<file path="src/rtl/pitch_change_segmenter_assert.svh">
// Assertion macros shared by the pitch change segmenter RTL.
// Each expects clk_i and rst_ni (active low) in the scope where it is used.
`ifndef PITCH_CHANGE_SEGMENTER_ASSERT_SVH
`define PITCH_CHANGE_SEGMENTER_ASSERT_SVH

// Condition that must hold at every clock edge out of reset.
`define PCS_ASSERT_NOW(label, cond, msg) \
  label: assert property (@(posedge clk_i) disable iff (!rst_ni) (cond)) \
    else $error(msg);

// Consequence that must hold at the clock after the antecedent.
`define PCS_ASSERT_NEXT(label, ante, cons, msg) \
  label: assert property (@(posedge clk_i) disable iff (!rst_ni) (ante) |=> (cons)) \
    else $error(msg);

// Consequence that must hold in the same clock as the antecedent.
`define PCS_ASSERT_SAME(label, ante, cons, msg) \
  label: assert property (@(posedge clk_i) disable iff (!rst_ni) (ante) |-> (cons)) \
    else $error(msg);

`endif

</file>
<file path="src/rtl/pcs_pkg.sv">
// Package of the pitch change segmenter: result type, queue size and constants.
// No dependencies; used by the interfaces, the result queue and the top level.
package pcs_pkg;

  // Default parameter values.
  localparam int unsigned PitchBitsDefault    = 18;
  localparam int unsigned PositionBitsDefault = 32;

  // Field widths of the channels and registers.
  localparam int unsigned PitchInBits   = 18;
  localparam int unsigned SampleOutBits = 32;
  localparam int unsigned CfgIndexBits  = 2;
  localparam int unsigned CfgDataBits   = 16;
  localparam int unsigned RunBits       = 5;
  localparam int unsigned MinRunBits    = 4;

  // Register indexes of the configuration port.
  localparam logic [CfgIndexBits-1:0] CFG_FRAME_SAMPLES  = 2'd0;
  localparam logic [CfgIndexBits-1:0] CFG_MIN_RUN_FRAMES = 2'd1;

  // Register reset values.
  localparam logic [CfgDataBits-1:0] FrameSamplesReset = 16'd705;
  localparam logic [MinRunBits-1:0]  MinRunReset       = 4'd10;

  // Run counter limits.
  localparam logic [RunBits-1:0] RunReset = 5'd4;
  localparam logic [RunBits-1:0] RunMax   = 5'd31;

  // Result queue depth; must be a power of two of at least two.
  localparam int unsigned ResultDepth = 4;

  // One emitted segment.
  typedef struct packed {
    logic [SampleOutBits-1:0] seg_first_sample;
    logic [SampleOutBits-1:0] seg_last_sample;
    logic                     run_end;
  } pcs_result_t;

  // Push control from the segmenter core into the result queue.
  typedef struct packed {
    logic first;
    logic second;
  } pcs_push_t;

endpackage

</file>
<file path="src/rtl/pcs_stream_if.sv">
// Valid/ready channel interfaces of the pitch change segmenter.
// Depends on pcs_pkg for the field widths.
interface pcs_in_if;
  import pcs_pkg::*;

  logic                   valid;
  logic                   ready;
  logic [PitchInBits-1:0] frame_pitch;
  logic                   final_frame;

  modport source (output valid, output frame_pitch, output final_frame, input ready);
  modport sink (input valid, input frame_pitch, input final_frame, output ready);
endinterface

interface pcs_out_if;
  import pcs_pkg::*;

  logic                     valid;
  logic                     ready;
  logic [SampleOutBits-1:0] seg_first_sample;
  logic [SampleOutBits-1:0] seg_last_sample;
  logic                     run_end;

  modport source (output valid, output seg_first_sample, output seg_last_sample,
                  output run_end, input ready);
  modport sink (input valid, input seg_first_sample, input seg_last_sample,
                input run_end, output ready);
endinterface

</file>
<file path="src/rtl/pcs_result_fifo.sv">
// Result queue of the pitch change segmenter: takes up to two segments a clock.
// Depends on pcs_pkg and the pcs_out_if interface; drives the output channel.
module pcs_result_fifo (
  input  logic                clk_i,
  input  logic                rst_ni,
  input  pcs_pkg::pcs_push_t  push_i,
  input  pcs_pkg::pcs_result_t first_i,
  input  pcs_pkg::pcs_result_t second_i,
  output logic                room_o,
  pcs_out_if.source           seg_o
);
  import pcs_pkg::*;

  localparam int unsigned PtrW = $clog2(ResultDepth);
  localparam int unsigned CntW = $clog2(ResultDepth + 1);

  pcs_result_t          mem_q [ResultDepth];
  logic [PtrW-1:0]      wr_q, wr_d, rd_q, rd_d;
  logic [CntW-1:0]      cnt_q, cnt_d;
  logic [PtrW-1:0]      wr_next;
  logic [CntW-1:0]      push_n;
  logic                 pop;

  // Handshake on the output side and the number of entries pushed.
  assign pop     = seg_o.valid && seg_o.ready;
  assign push_n  = CntW'(push_i.first) + CntW'(push_i.second);
  assign wr_next = wr_q + PtrW'(1);

  // Pointer and fill count updates.
  always_comb begin
    wr_d  = wr_q + PtrW'(push_n);
    rd_d  = rd_q + PtrW'(pop);
    cnt_d = cnt_q + push_n - CntW'(pop);
  end

  always_ff @(posedge clk_i or negedge rst_ni) begin
    if (!rst_ni) begin
      wr_q  <= '0;
      rd_q  <= '0;
      cnt_q <= '0;
    end else begin
      wr_q  <= wr_d;
      rd_q  <= rd_d;
      cnt_q <= cnt_d;
    end
  end

  // Entry storage; the second segment lands behind the first.
  always_ff @(posedge clk_i) begin
    if (push_i.first) begin
      mem_q[wr_q] <= first_i;
    end
    if (push_i.second) begin
      mem_q[wr_next] <= second_i;
    end
  end

  // Room for a full beat of two segments.
  assign room_o = (cnt_q <= CntW'(ResultDepth - 2));

  // Head of the queue drives the output channel.
  assign seg_o.valid            = (cnt_q != '0);
  assign seg_o.seg_first_sample = mem_q[rd_q].seg_first_sample;
  assign seg_o.seg_last_sample  = mem_q[rd_q].seg_last_sample;
  assign seg_o.run_end          = mem_q[rd_q].run_end;

`include "pitch_change_segmenter_assert.svh"

  `PCS_ASSERT_NOW(a_cnt_in_range, cnt_q <= CntW'(ResultDepth), "result queue overfilled")
  `PCS_ASSERT_SAME(a_second_needs_first, push_i.second, push_i.first, "second push alone")
  `PCS_ASSERT_SAME(a_push_has_room, push_i.first, room_o, "push without room")
  `PCS_ASSERT_NEXT(a_pop_drains, pop && !push_i.first, cnt_q == $past(cnt_q) - CntW'(1),
                   "fill count lost a pop")

endmodule

</file>
<file path="src/rtl/pitch_change_segmenter.sv">
// Top level of the pitch change segmenter: pitch window, boundary test, counters.
// Depends on pcs_pkg, the pcs_stream_if interfaces and pcs_result_fifo.
//
// Usage: frame_i carries one beat per audio frame (frame_pitch in Hz and the
// final_frame flag); seg_o carries one beat per emitted segment (first and last
// sample index, and run_end on the last segment caused by a frame). The two
// registers (frame_samples, min_run_frames) are written through cfg_we_i,
// cfg_index_i and cfg_wdata_i while the block is idle.
// Throughput: one frame per clock unless the queue lacks room. The boundary test
// over the seven-deep window and all counter updates are done in the accepting clock.
// Output: a frame's segments enter the result queue at the frame beat and are
// offered on seg_o from its head. A frame yields zero, one or two segments.
// Stall: segments wait in a four-entry result queue; frame_i.ready is low
// while the queue holds more than two segments, so it stays high as long as
// the receiver takes segments at the rate they are made.
// Reset: the window and counters take their reset values, the registers go to
// 705 samples per frame and a minimum run of ten frames, and the queue empties.
// A final frame returns the window and counters to their reset values.
module pitch_change_segmenter #(
  parameter int unsigned PITCH_BITS    = pcs_pkg::PitchBitsDefault,
  parameter int unsigned POSITION_BITS = pcs_pkg::PositionBitsDefault
) (
  input  logic                             clk_i,
  input  logic                             rst_ni,
  input  logic                             cfg_we_i,
  input  logic [pcs_pkg::CfgIndexBits-1:0] cfg_index_i,
  input  logic [pcs_pkg::CfgDataBits-1:0]  cfg_wdata_i,
  pcs_in_if.sink                           frame_i,
  pcs_out_if.source                        seg_o
);
  import pcs_pkg::*;

  localparam int unsigned MulW = PITCH_BITS + 4;
  localparam int unsigned InW  = (PITCH_BITS > PitchInBits) ? PITCH_BITS : PitchInBits;
  localparam int unsigned TriW = (POSITION_BITS > 18) ? POSITION_BITS : 18;
  localparam int unsigned OutW = (POSITION_BITS > SampleOutBits) ? POSITION_BITS
                                                                 : SampleOutBits;

  // Two pitches differ when they are more than ten percent apart.
  function automatic logic differs(input logic [PITCH_BITS-1:0] a,
                                   input logic [PITCH_BITS-1:0] b);
    logic [MulW-1:0] a10;
    logic [MulW-1:0] b9;
    logic [MulW-1:0] b11;
    a10 = (MulW'(a) << 3) + (MulW'(a) << 1);
    b9  = (MulW'(b) << 3) + MulW'(b);
    b11 = (MulW'(b) << 3) + (MulW'(b) << 1) + MulW'(b);
    return (a10 < b9) || (a10 > b11);
  endfunction

  // Configuration registers.
  logic [CfgDataBits-1:0] fs_q;
  logic [MinRunBits-1:0]  minrun_q;

  // Segmenter state.
  logic [PITCH_BITS-1:0]    win_q [7];
  logic [PITCH_BITS-1:0]    win_d [7];
  logic [2:0]               seen_q, seen_d;
  logic [RunBits-1:0]       run_q, run_d;
  logic [POSITION_BITS-1:0] open_q, open_d;
  logic [POSITION_BITS-1:0] chk_q, chk_d;

  logic                     accept;
  logic                     fin;
  logic [InW-1:0]           pin_w;
  logic [PITCH_BITS-1:0]    pitch;
  logic [TriW-1:0]          fs_w;
  logic [TriW-1:0]          tri_w;
  logic [POSITION_BITS-1:0] three_n;
  logic [POSITION_BITS-1:0] pos;
  logic [POSITION_BITS-1:0] last;
  logic                     check;
  logic                     is_boundary;
  logic                     long_run;
  logic                     emit_fin;
  logic                     emit_bnd;
  logic [OutW-1:0]          open_w;
  logic [OutW-1:0]          last_w;
  logic                     room;
  pcs_push_t                push;
  pcs_result_t              res_first;
  pcs_result_t              res_second;

  // Register writes; an index beyond the list is ignored.
  always_ff @(posedge clk_i or negedge rst_ni) begin
    if (!rst_ni) begin
      fs_q     <= FrameSamplesReset;
      minrun_q <= MinRunReset;
    end else if (cfg_we_i) begin
      case (cfg_index_i)
        CFG_FRAME_SAMPLES:  fs_q     <= cfg_wdata_i;
        CFG_MIN_RUN_FRAMES: minrun_q <= cfg_wdata_i[MinRunBits-1:0];
        default: ;
      endcase
    end
  end

  // Input beat and pitch field.
  assign accept = frame_i.valid && frame_i.ready;
  assign fin    = frame_i.final_frame;
  assign pin_w  = InW'(frame_i.frame_pitch);
  assign pitch  = pin_w[PITCH_BITS-1:0];

  // Sample position of the frame under test; reloaded at a recording's start.
  assign fs_w    = TriW'(fs_q);
  assign tri_w   = (fs_w << 1) + fs_w;
  assign three_n = tri_w[POSITION_BITS-1:0];
  assign pos     = (seen_q == 3'd0) ? three_n : chk_q;
  assign last    = pos - POSITION_BITS'(1);

  // Boundary test on the middle of the window, once the window is full.
  assign check       = (seen_q == 3'd7);
  assign is_boundary = differs(win_q[3], win_q[2]) && differs(win_q[3], win_q[1]) &&
                       differs(win_q[3], win_q[0]) && differs(win_q[2], win_q[4]) &&
                       differs(win_q[2], win_q[5]) && differs(win_q[2], win_q[6]);
  assign long_run    = (run_q > RunBits'(minrun_q));
  assign emit_fin    = accept && check && fin && long_run;
  assign emit_bnd    = accept && check && is_boundary && long_run;

  // Next state of the window and counters.
  always_comb begin
    win_d  = win_q;
    seen_d = seen_q;
    run_d  = run_q;
    open_d = open_q;
    chk_d  = chk_q;
    if (accept) begin
      if (fin) begin
        for (int k = 0; k < 7; k++) begin
          win_d[k] = '0;
        end
        seen_d = 3'd0;
        run_d  = RunReset;
        open_d = '0;
        chk_d  = three_n;
      end else begin
        for (int k = 0; k < 6; k++) begin
          win_d[k] = win_q[k+1];
        end
        win_d[6] = pitch;
        if (seen_q != 3'd7) begin
          seen_d = seen_q + 3'd1;
        end
        if (check) begin
          if (is_boundary) begin
            open_d = pos;
            run_d  = RunBits'(1);
          end else if (run_q != RunMax) begin
            run_d = run_q + RunBits'(1);
          end
          chk_d = pos + POSITION_BITS'(fs_q);
        end else begin
          chk_d = pos;
        end
      end
    end
  end

  always_ff @(posedge clk_i or negedge rst_ni) begin
    if (!rst_ni) begin
      for (int k = 0; k < 7; k++) begin
        win_q[k] <= '0;
      end
      seen_q <= 3'd0;
      run_q  <= RunReset;
      open_q <= '0;
      chk_q  <= '0;
    end else begin
      win_q  <= win_d;
      seen_q <= seen_d;
      run_q  <= run_d;
      open_q <= open_d;
      chk_q  <= chk_d;
    end
  end

  // Both possible results name the same open segment; run_end marks the last.
  assign open_w = OutW'(open_q);
  assign last_w = OutW'(last);

  always_comb begin
    push.first                  = emit_fin || emit_bnd;
    push.second                 = emit_fin && emit_bnd;
    res_first.seg_first_sample  = open_w[SampleOutBits-1:0];
    res_first.seg_last_sample   = last_w[SampleOutBits-1:0];
    res_first.run_end           = !(emit_fin && emit_bnd);
    res_second.seg_first_sample = open_w[SampleOutBits-1:0];
    res_second.seg_last_sample  = last_w[SampleOutBits-1:0];
    res_second.run_end          = 1'b1;
  end

  // Result queue between the core and the output channel.
  pcs_result_fifo u_fifo (
    .clk_i    (clk_i),
    .rst_ni   (rst_ni),
    .push_i   (push),
    .first_i  (res_first),
    .second_i (res_second),
    .room_o   (room),
    .seg_o    (seg_o)
  );

  assign frame_i.ready = room;

`include "pitch_change_segmenter_assert.svh"

  `PCS_ASSERT_NEXT(a_final_clears, accept && fin,
                   seen_q == 3'd0 && run_q == RunReset && open_q == '0,
                   "state not cleared after final frame")
  `PCS_ASSERT_NOW(a_run_nonzero, run_q != '0, "run counter reached zero")
  `PCS_ASSERT_NEXT(a_boundary_opens, accept && check && is_boundary && !fin,
                   open_q == $past(pos) && run_q == RunBits'(1),
                   "boundary did not open a new segment")

endmodule

</file>
<file path="src/flat_wrapper.sv">
// flat-port wrapper written by rule: the top's interface ports become plain ports
module pitch_change_segmenter_flat import pcs_pkg::*;
#(
  parameter int unsigned PITCH_BITS    = pcs_pkg::PitchBitsDefault,
  parameter int unsigned POSITION_BITS = pcs_pkg::PositionBitsDefault
)
  (clk_i, rst_ni, cfg_we_i, cfg_index_i, cfg_wdata_i, frame_i_valid, frame_i_frame_pitch, frame_i_final_frame, frame_i_ready, seg_o_valid, seg_o_seg_first_sample, seg_o_seg_last_sample, seg_o_run_end, seg_o_ready);
  pcs_in_if frame_i_i ();
  pcs_out_if seg_o_i ();
  input  logic clk_i;
  input  logic rst_ni;
  input  logic cfg_we_i;
  input  logic [pcs_pkg::CfgIndexBits-1:0] cfg_index_i;
  input  logic [pcs_pkg::CfgDataBits-1:0] cfg_wdata_i;
  input wire logic [$bits(frame_i_i.valid)-1:0] frame_i_valid;
  input wire logic [$bits(frame_i_i.frame_pitch)-1:0] frame_i_frame_pitch;
  input wire logic [$bits(frame_i_i.final_frame)-1:0] frame_i_final_frame;
  output wire logic [$bits(frame_i_i.ready)-1:0] frame_i_ready;
  output wire logic [$bits(seg_o_i.valid)-1:0] seg_o_valid;
  output wire logic [$bits(seg_o_i.seg_first_sample)-1:0] seg_o_seg_first_sample;
  output wire logic [$bits(seg_o_i.seg_last_sample)-1:0] seg_o_seg_last_sample;
  output wire logic [$bits(seg_o_i.run_end)-1:0] seg_o_run_end;
  input wire logic [$bits(seg_o_i.ready)-1:0] seg_o_ready;
  assign frame_i_i.valid = frame_i_valid;
  assign frame_i_i.frame_pitch = frame_i_frame_pitch;
  assign frame_i_i.final_frame = frame_i_final_frame;
  assign frame_i_ready = frame_i_i.ready;
  assign seg_o_valid = seg_o_i.valid;
  assign seg_o_seg_first_sample = seg_o_i.seg_first_sample;
  assign seg_o_seg_last_sample = seg_o_i.seg_last_sample;
  assign seg_o_run_end = seg_o_i.run_end;
  assign seg_o_i.ready = seg_o_ready;
  pitch_change_segmenter #(.PITCH_BITS(PITCH_BITS), .POSITION_BITS(POSITION_BITS)) u_core (.clk_i(clk_i), .rst_ni(rst_ni), .cfg_we_i(cfg_we_i), .cfg_index_i(cfg_index_i), .cfg_wdata_i(cfg_wdata_i), .frame_i(frame_i_i), .seg_o(seg_o_i));
endmodule
</file>
<file path="config.mk">
export PLATFORM = sky130hd
export DESIGN_NAME = pitch_change_segmenter_flat
export DESIGN_NICKNAME = d
export VERILOG_FILES = /design/src/rtl/pcs_pkg.sv /design/src/rtl/pcs_stream_if.sv /design/src/rtl/pcs_result_fifo.sv /design/src/rtl/pitch_change_segmenter.sv /design/src/flat_wrapper.sv
export VERILOG_INCLUDE_DIRS = /design/src /design/src/rtl
export SDC_FILE = /design/constraint.sdc
export NUM_CORES = 2
export LEC_CHECK = 0
export ABC_CLOCK_PERIOD_IN_PS = 11400
export BUFFER_PORTS_ARGS = -buffer_cell sky130_fd_sc_hd__buf_4
export CORE_MARGIN = 2
export CORE_UTILIZATION = 65
export DETAILED_ROUTE_END_ITERATION = 12
export MAX_ROUTING_LAYER = met4
export PLACE_DENSITY_LB_ADDON = 0.2
export SLEW_MARGIN = 20
export SYNTH_ARGS = -nofsm -noshare
export SYNTH_HDL_FRONTEND = slang
export SYNTH_SLANG_ARGS = --single-unit
export TNS_END_PERCENT = 100
</file>
<file path="constraint.sdc">
create_clock -name clk_i -period 11.4 [get_ports clk_i]
set_clock_uncertainty 0.1 [all_clocks]
set_input_delay 1.14 -clock clk_i [delete_from_list [all_inputs] [get_ports clk_i]]
set_output_delay 1.14 -clock clk_i [all_outputs]
set_load 0.05 [all_outputs]
</file>
==> metrics.md <==
| Metric | Value |
|---|---|
| Slew headroom | `28.23%` |
| TritonRoute pass-1 iters | `6` |
| DRC | `0` |
| Met3 usage | `4.060%` |
| Total congestion overflow | `0` |
| Rows | `91` |
| Ant diodes | `0` |
| Place WS | `1.806 ns` |
| Antenna Nets Post-Route | `0` |
| Most common cell after layout, fill and taps aside | `ha_1` |
| Worst-Margin Slew | `1.075 ns` |
| Worst r2r dst | `u_core.u_fifo.mem_q[3][28]$_DFFE_PP_` |
| CTS Hold Bufs | `0` |
| Area of the multi-input gates | `25800 µm²` |
| Die area | `64060 µm²` |
| Grt met1 use | `44.55%` |
| DP HPWL | `74530 µm` |
| Boundary pin count | `109` |
| First-pass GRT wire length | `165200 µm` |
| Setup crit end kind | `register` |
| Post-Syn Nets | `4803` |
| CP Data Arrival Time | `10.05 ns` |
| Static leakage | `0.02025 µW` |
| Setup tns final | `0 ns` |
| Final Hold Vio Count | `0` |
| Worst min-delay path category | `in -> async` |
| Worst-case clock buffer depth | `3` |
| CTS tree | `yes` |
| Cells after synthesis | `4127` |
| Outcome | `finished clean` |
| Max Cap Viol | `0` |
| Worst-path clk slew | `0.06 ns` |
| Number of distinct library cells after synthesis | `94` |
| Via count | `32443` |
| RSZ-0062 raised after global routing | `no` |
| Seq/Total Area, Yosys | `33.24%` |
| Pwr dens | `279.5 nW/µm²` |
| Synthesized area | `40340 µm²` |
| CTS Buf Count | `52` |
| Clk_lat worst skew | `0.63 ns` |
| Vias in the first global route | `31656` |
| Pins Over Slew Limit | `0` |
| Die H | `253.1 µm` |
| Setup violators final | `0` |
| Ratio of cells with drive above 1 in the final layout | `8.848%` |
| Min Tclk post-route | `9.707 ns` |
| H-tree depth | `2` |
| Post-synth EDFFs | `256` |
| Met2 usage | `53.94%` |
| Most frequent cells in the layout | `ha_1 (536), nand2_1 (430), o21ai_0 (289), nor2_1 (284), edfxtp_1 (256)` |
| Max Fclk | `0.1030 GHz` |
| CTS Root Cell | `clkbuf_16` |
| Gpl congestion | `0.9210` |
| Gr usage total | `33.33%` |
| Startpoint types | `register` |
| Final period util | `85.15%` |
| Largest net degree at the start of global routing | `103` |
| Crit Reg-Reg Startpoint | `u_core.win_q[73]$_DFFE_PN0P_` |
| Reg area | `13410 µm²` |
| Final setup margin | `1.693 ns` |
| CP Buf/Inv Count | `5` |
| Predominant post-synthesis flop cell | `edfxtp_1` |
| Required time of the critical path | `11.74 ns` |
| Slowest cell on the critical path | `dfrtp_1` |
| R2R cell count | `36` |
| Mean routed wirelength per cell | `20.37 µm` |
| Area Growth Syn to Fin | `8.354%` |
| Worst vdd ir | `0.3080 mV` |
| Initial antenna violation count | `2` |
| Clock Sink Count | `485` |
| Yosys top cell area share | `19.06%` |
| Yosys warning total | `0` |
| Nets | `4859` |
| Initial Utilization | `65.60%` |
| Ys async rst share | `46.39%` |
| Flop2flop setup slack | `1.69 ns` |
| Core Footprint | `61480 µm²` |
| First DRT Iteration DRCs | `2697` |
| Vias per cell | `6.467` |
| Crit path max-delay family | `compound AO/OA/AOI/OAI gates` |
| IO Port Bufs | `108` |
| CP peak stage delay | `0.70 ns` |
| Die X | `253.1 µm` |
| Synth Area per Inst | `9.774 µm²` |
| Synthesis-stage register bit count | `485` |
| Total Wirelength | `102200 µm` |
| Post-CTS sizing | `0` |
| Synth area leader | `edfxtp_1` |
| Critical path type | `reg -> reg` |
| Gr busiest metal | `met2` |
| Ranking of synthesized cells by area | `edfxtp_1 (19%), ha_1 (17%), dfrtp_1 (14%), fa_1 (4.9%), nand2_1 (4.0%)` |
| Fillers | `4681` |
| Setup bufs post-CTS | `0` |
| CP Max Fanout | `66` |
==> final cells by class <==
type	count	area share [%]
Sequential cell	485	30.69
Timing Repair Buffer	147	2.542
Clock inverter	25	0.6899
Multi-Input combinational cell	3332	59.04
Tap cell	790	2.262
Inverter	165	1.429
Clock buffer	73	3.352
==> power breakdown <==
group          switching (µW)  internal [µW]
sequential                505           2020
combinational            4840           3100
clock                     766            982
==> cell usage after synthesis, types with 10 or more instances <==
cell       count
o21bai_1      34
and2_1        86
a211oi_1      29
clkbuf_1     126
nor3_1        71
o211ai_1      29
o2111ai_1     17
edfxtp_1     256
a41oi_1       10
ha_1         536
o31ai_1       38
a22o_1        29
mux4_2        65
nand4_1       39
nor2_1       284
o21a_1        29
nand3_1      107
a21o_1       115
o21ai_0      289
a311oi_1      15
a21oi_1      239
xor2_1       135
mux2_2        25
inv_1        163
xnor2_1      120
nand2b_1      40
nor4_1        13
or3_1         40
a31oi_1       36
a32o_1        16
nand2_1      431
and3_1       104
fa_1          98
a211o_1       23
dfrtp_1      218
buf_1         15
nor2b_1       45
==> layer usage <==
| metal | part of all wire (%) | wire length (µm) |
|---|---|---|
| met5 | 0 | 0 |
| met4 | 2.9 | 2965 |
| met3 | 6.9 | 7016 |
| met2 | 48 | 48560 |
| met1 | 43 | 43670 |
==> state kept, by name (all words and copies together) (netlist names) <==
name / count
u_core.seen_q: 3
u_core.open_q: 32
u_core.fs_q: 16
u_core.chk_q: 32
u_core.run_q: 5
u_core.u_fifo.mem_q: 260
u_core.minrun_q: 4
u_core.u_fifo.rd_q: 2
u_core.u_fifo.wr_q: 2
u_core.u_fifo.cnt_q: 3
u_core.win_q: 126
==> cell families (layout without fill, tap and decap cells) <==
| logic type | count (synthesis) | after routing | share of synthesized area [%] |
|---|---|---|---|
| and+or+nand+nor | 1304 | 1304 | 15.48 |
| AOI/OAI and AO/OA | 1040 | 1040 | 16.79 |
| adders and majority gates | 634 | 634 | 21.49 |
| DFF | 485 | 485 | 33.24 |
| buffers and inverters | 310 | 410 | 2.919 |
| xor gates and xnor gates | 255 | 255 | 5.537 |
| muxes | 99 | 99 | 4.551 |
==> worst max path at each step <==
stage / from / end / slack (ns) / cells past startpoint
5_1_grt: u_core.win_q[73]$_DFFE_PN0P_ / u_core.u_fifo.mem_q[3][28]$_DFFE_PP_ / 0.91 / 36
3_5_place_dp: u_core.win_q[73]$_DFFE_PN0P_ / u_core.u_fifo.mem_q[3][28]$_DFFE_PP_ / 1.81 / 36
3_3_place_gp: u_core.win_q[73]$_DFFE_PN0P_ / u_core.u_fifo.mem_q[3][28]$_DFFE_PP_ / 2.10 / 36
6_report: u_core.win_q[73]$_DFFE_PN0P_ / u_core.u_fifo.mem_q[3][28]$_DFFE_PP_ / 1.69 / 36
2_1_floorplan: u_core.win_q[72]$_DFFE_PN0P_ / u_core.u_fifo.mem_q[2][10]$_DFFE_PP_ / 2.69 / 32
4_1_cts: u_core.win_q[73]$_DFFE_PN0P_ / u_core.u_fifo.mem_q[3][28]$_DFFE_PP_ / 1.73 / 36
==> worst reg2reg max path, delay by kind of cell (launching register included) <==
family	cells	cell delay [ns]
adder cells (fa/ha/maj)	4	1.53
AO/OA/AOI/OAI	15	2.94
XOR/XNOR	2	0.45
multiplexers	1	0.14
AND/OR/NAND/NOR	9	1.75
buffers and inverters	5	1.89
flip-flops	1	0.70
==> metrics by stage <==
stage | util [%] | hold WS [ns] | total power [µW] | area, µm² | cells
final | 71.08 | 0.3526 | 12210 | 43710 | 5017
after global routing | 71.08 | 0.3963 | 13220 | 43710 | 5017
after CTS | 71.07 | 0.3723 | 12140 | 43700 | 5017
after detailed placement | 68.20 | 0.3582 | 10350 | 41930 | 4919
after global placement | 68.20 | 0.3505 | 10170 | 41930 | 4919
after floorplan | - | 0.3386 | 8080 | 40340 | 4127
No activity file was read; power rests on OpenSTA's default activity.
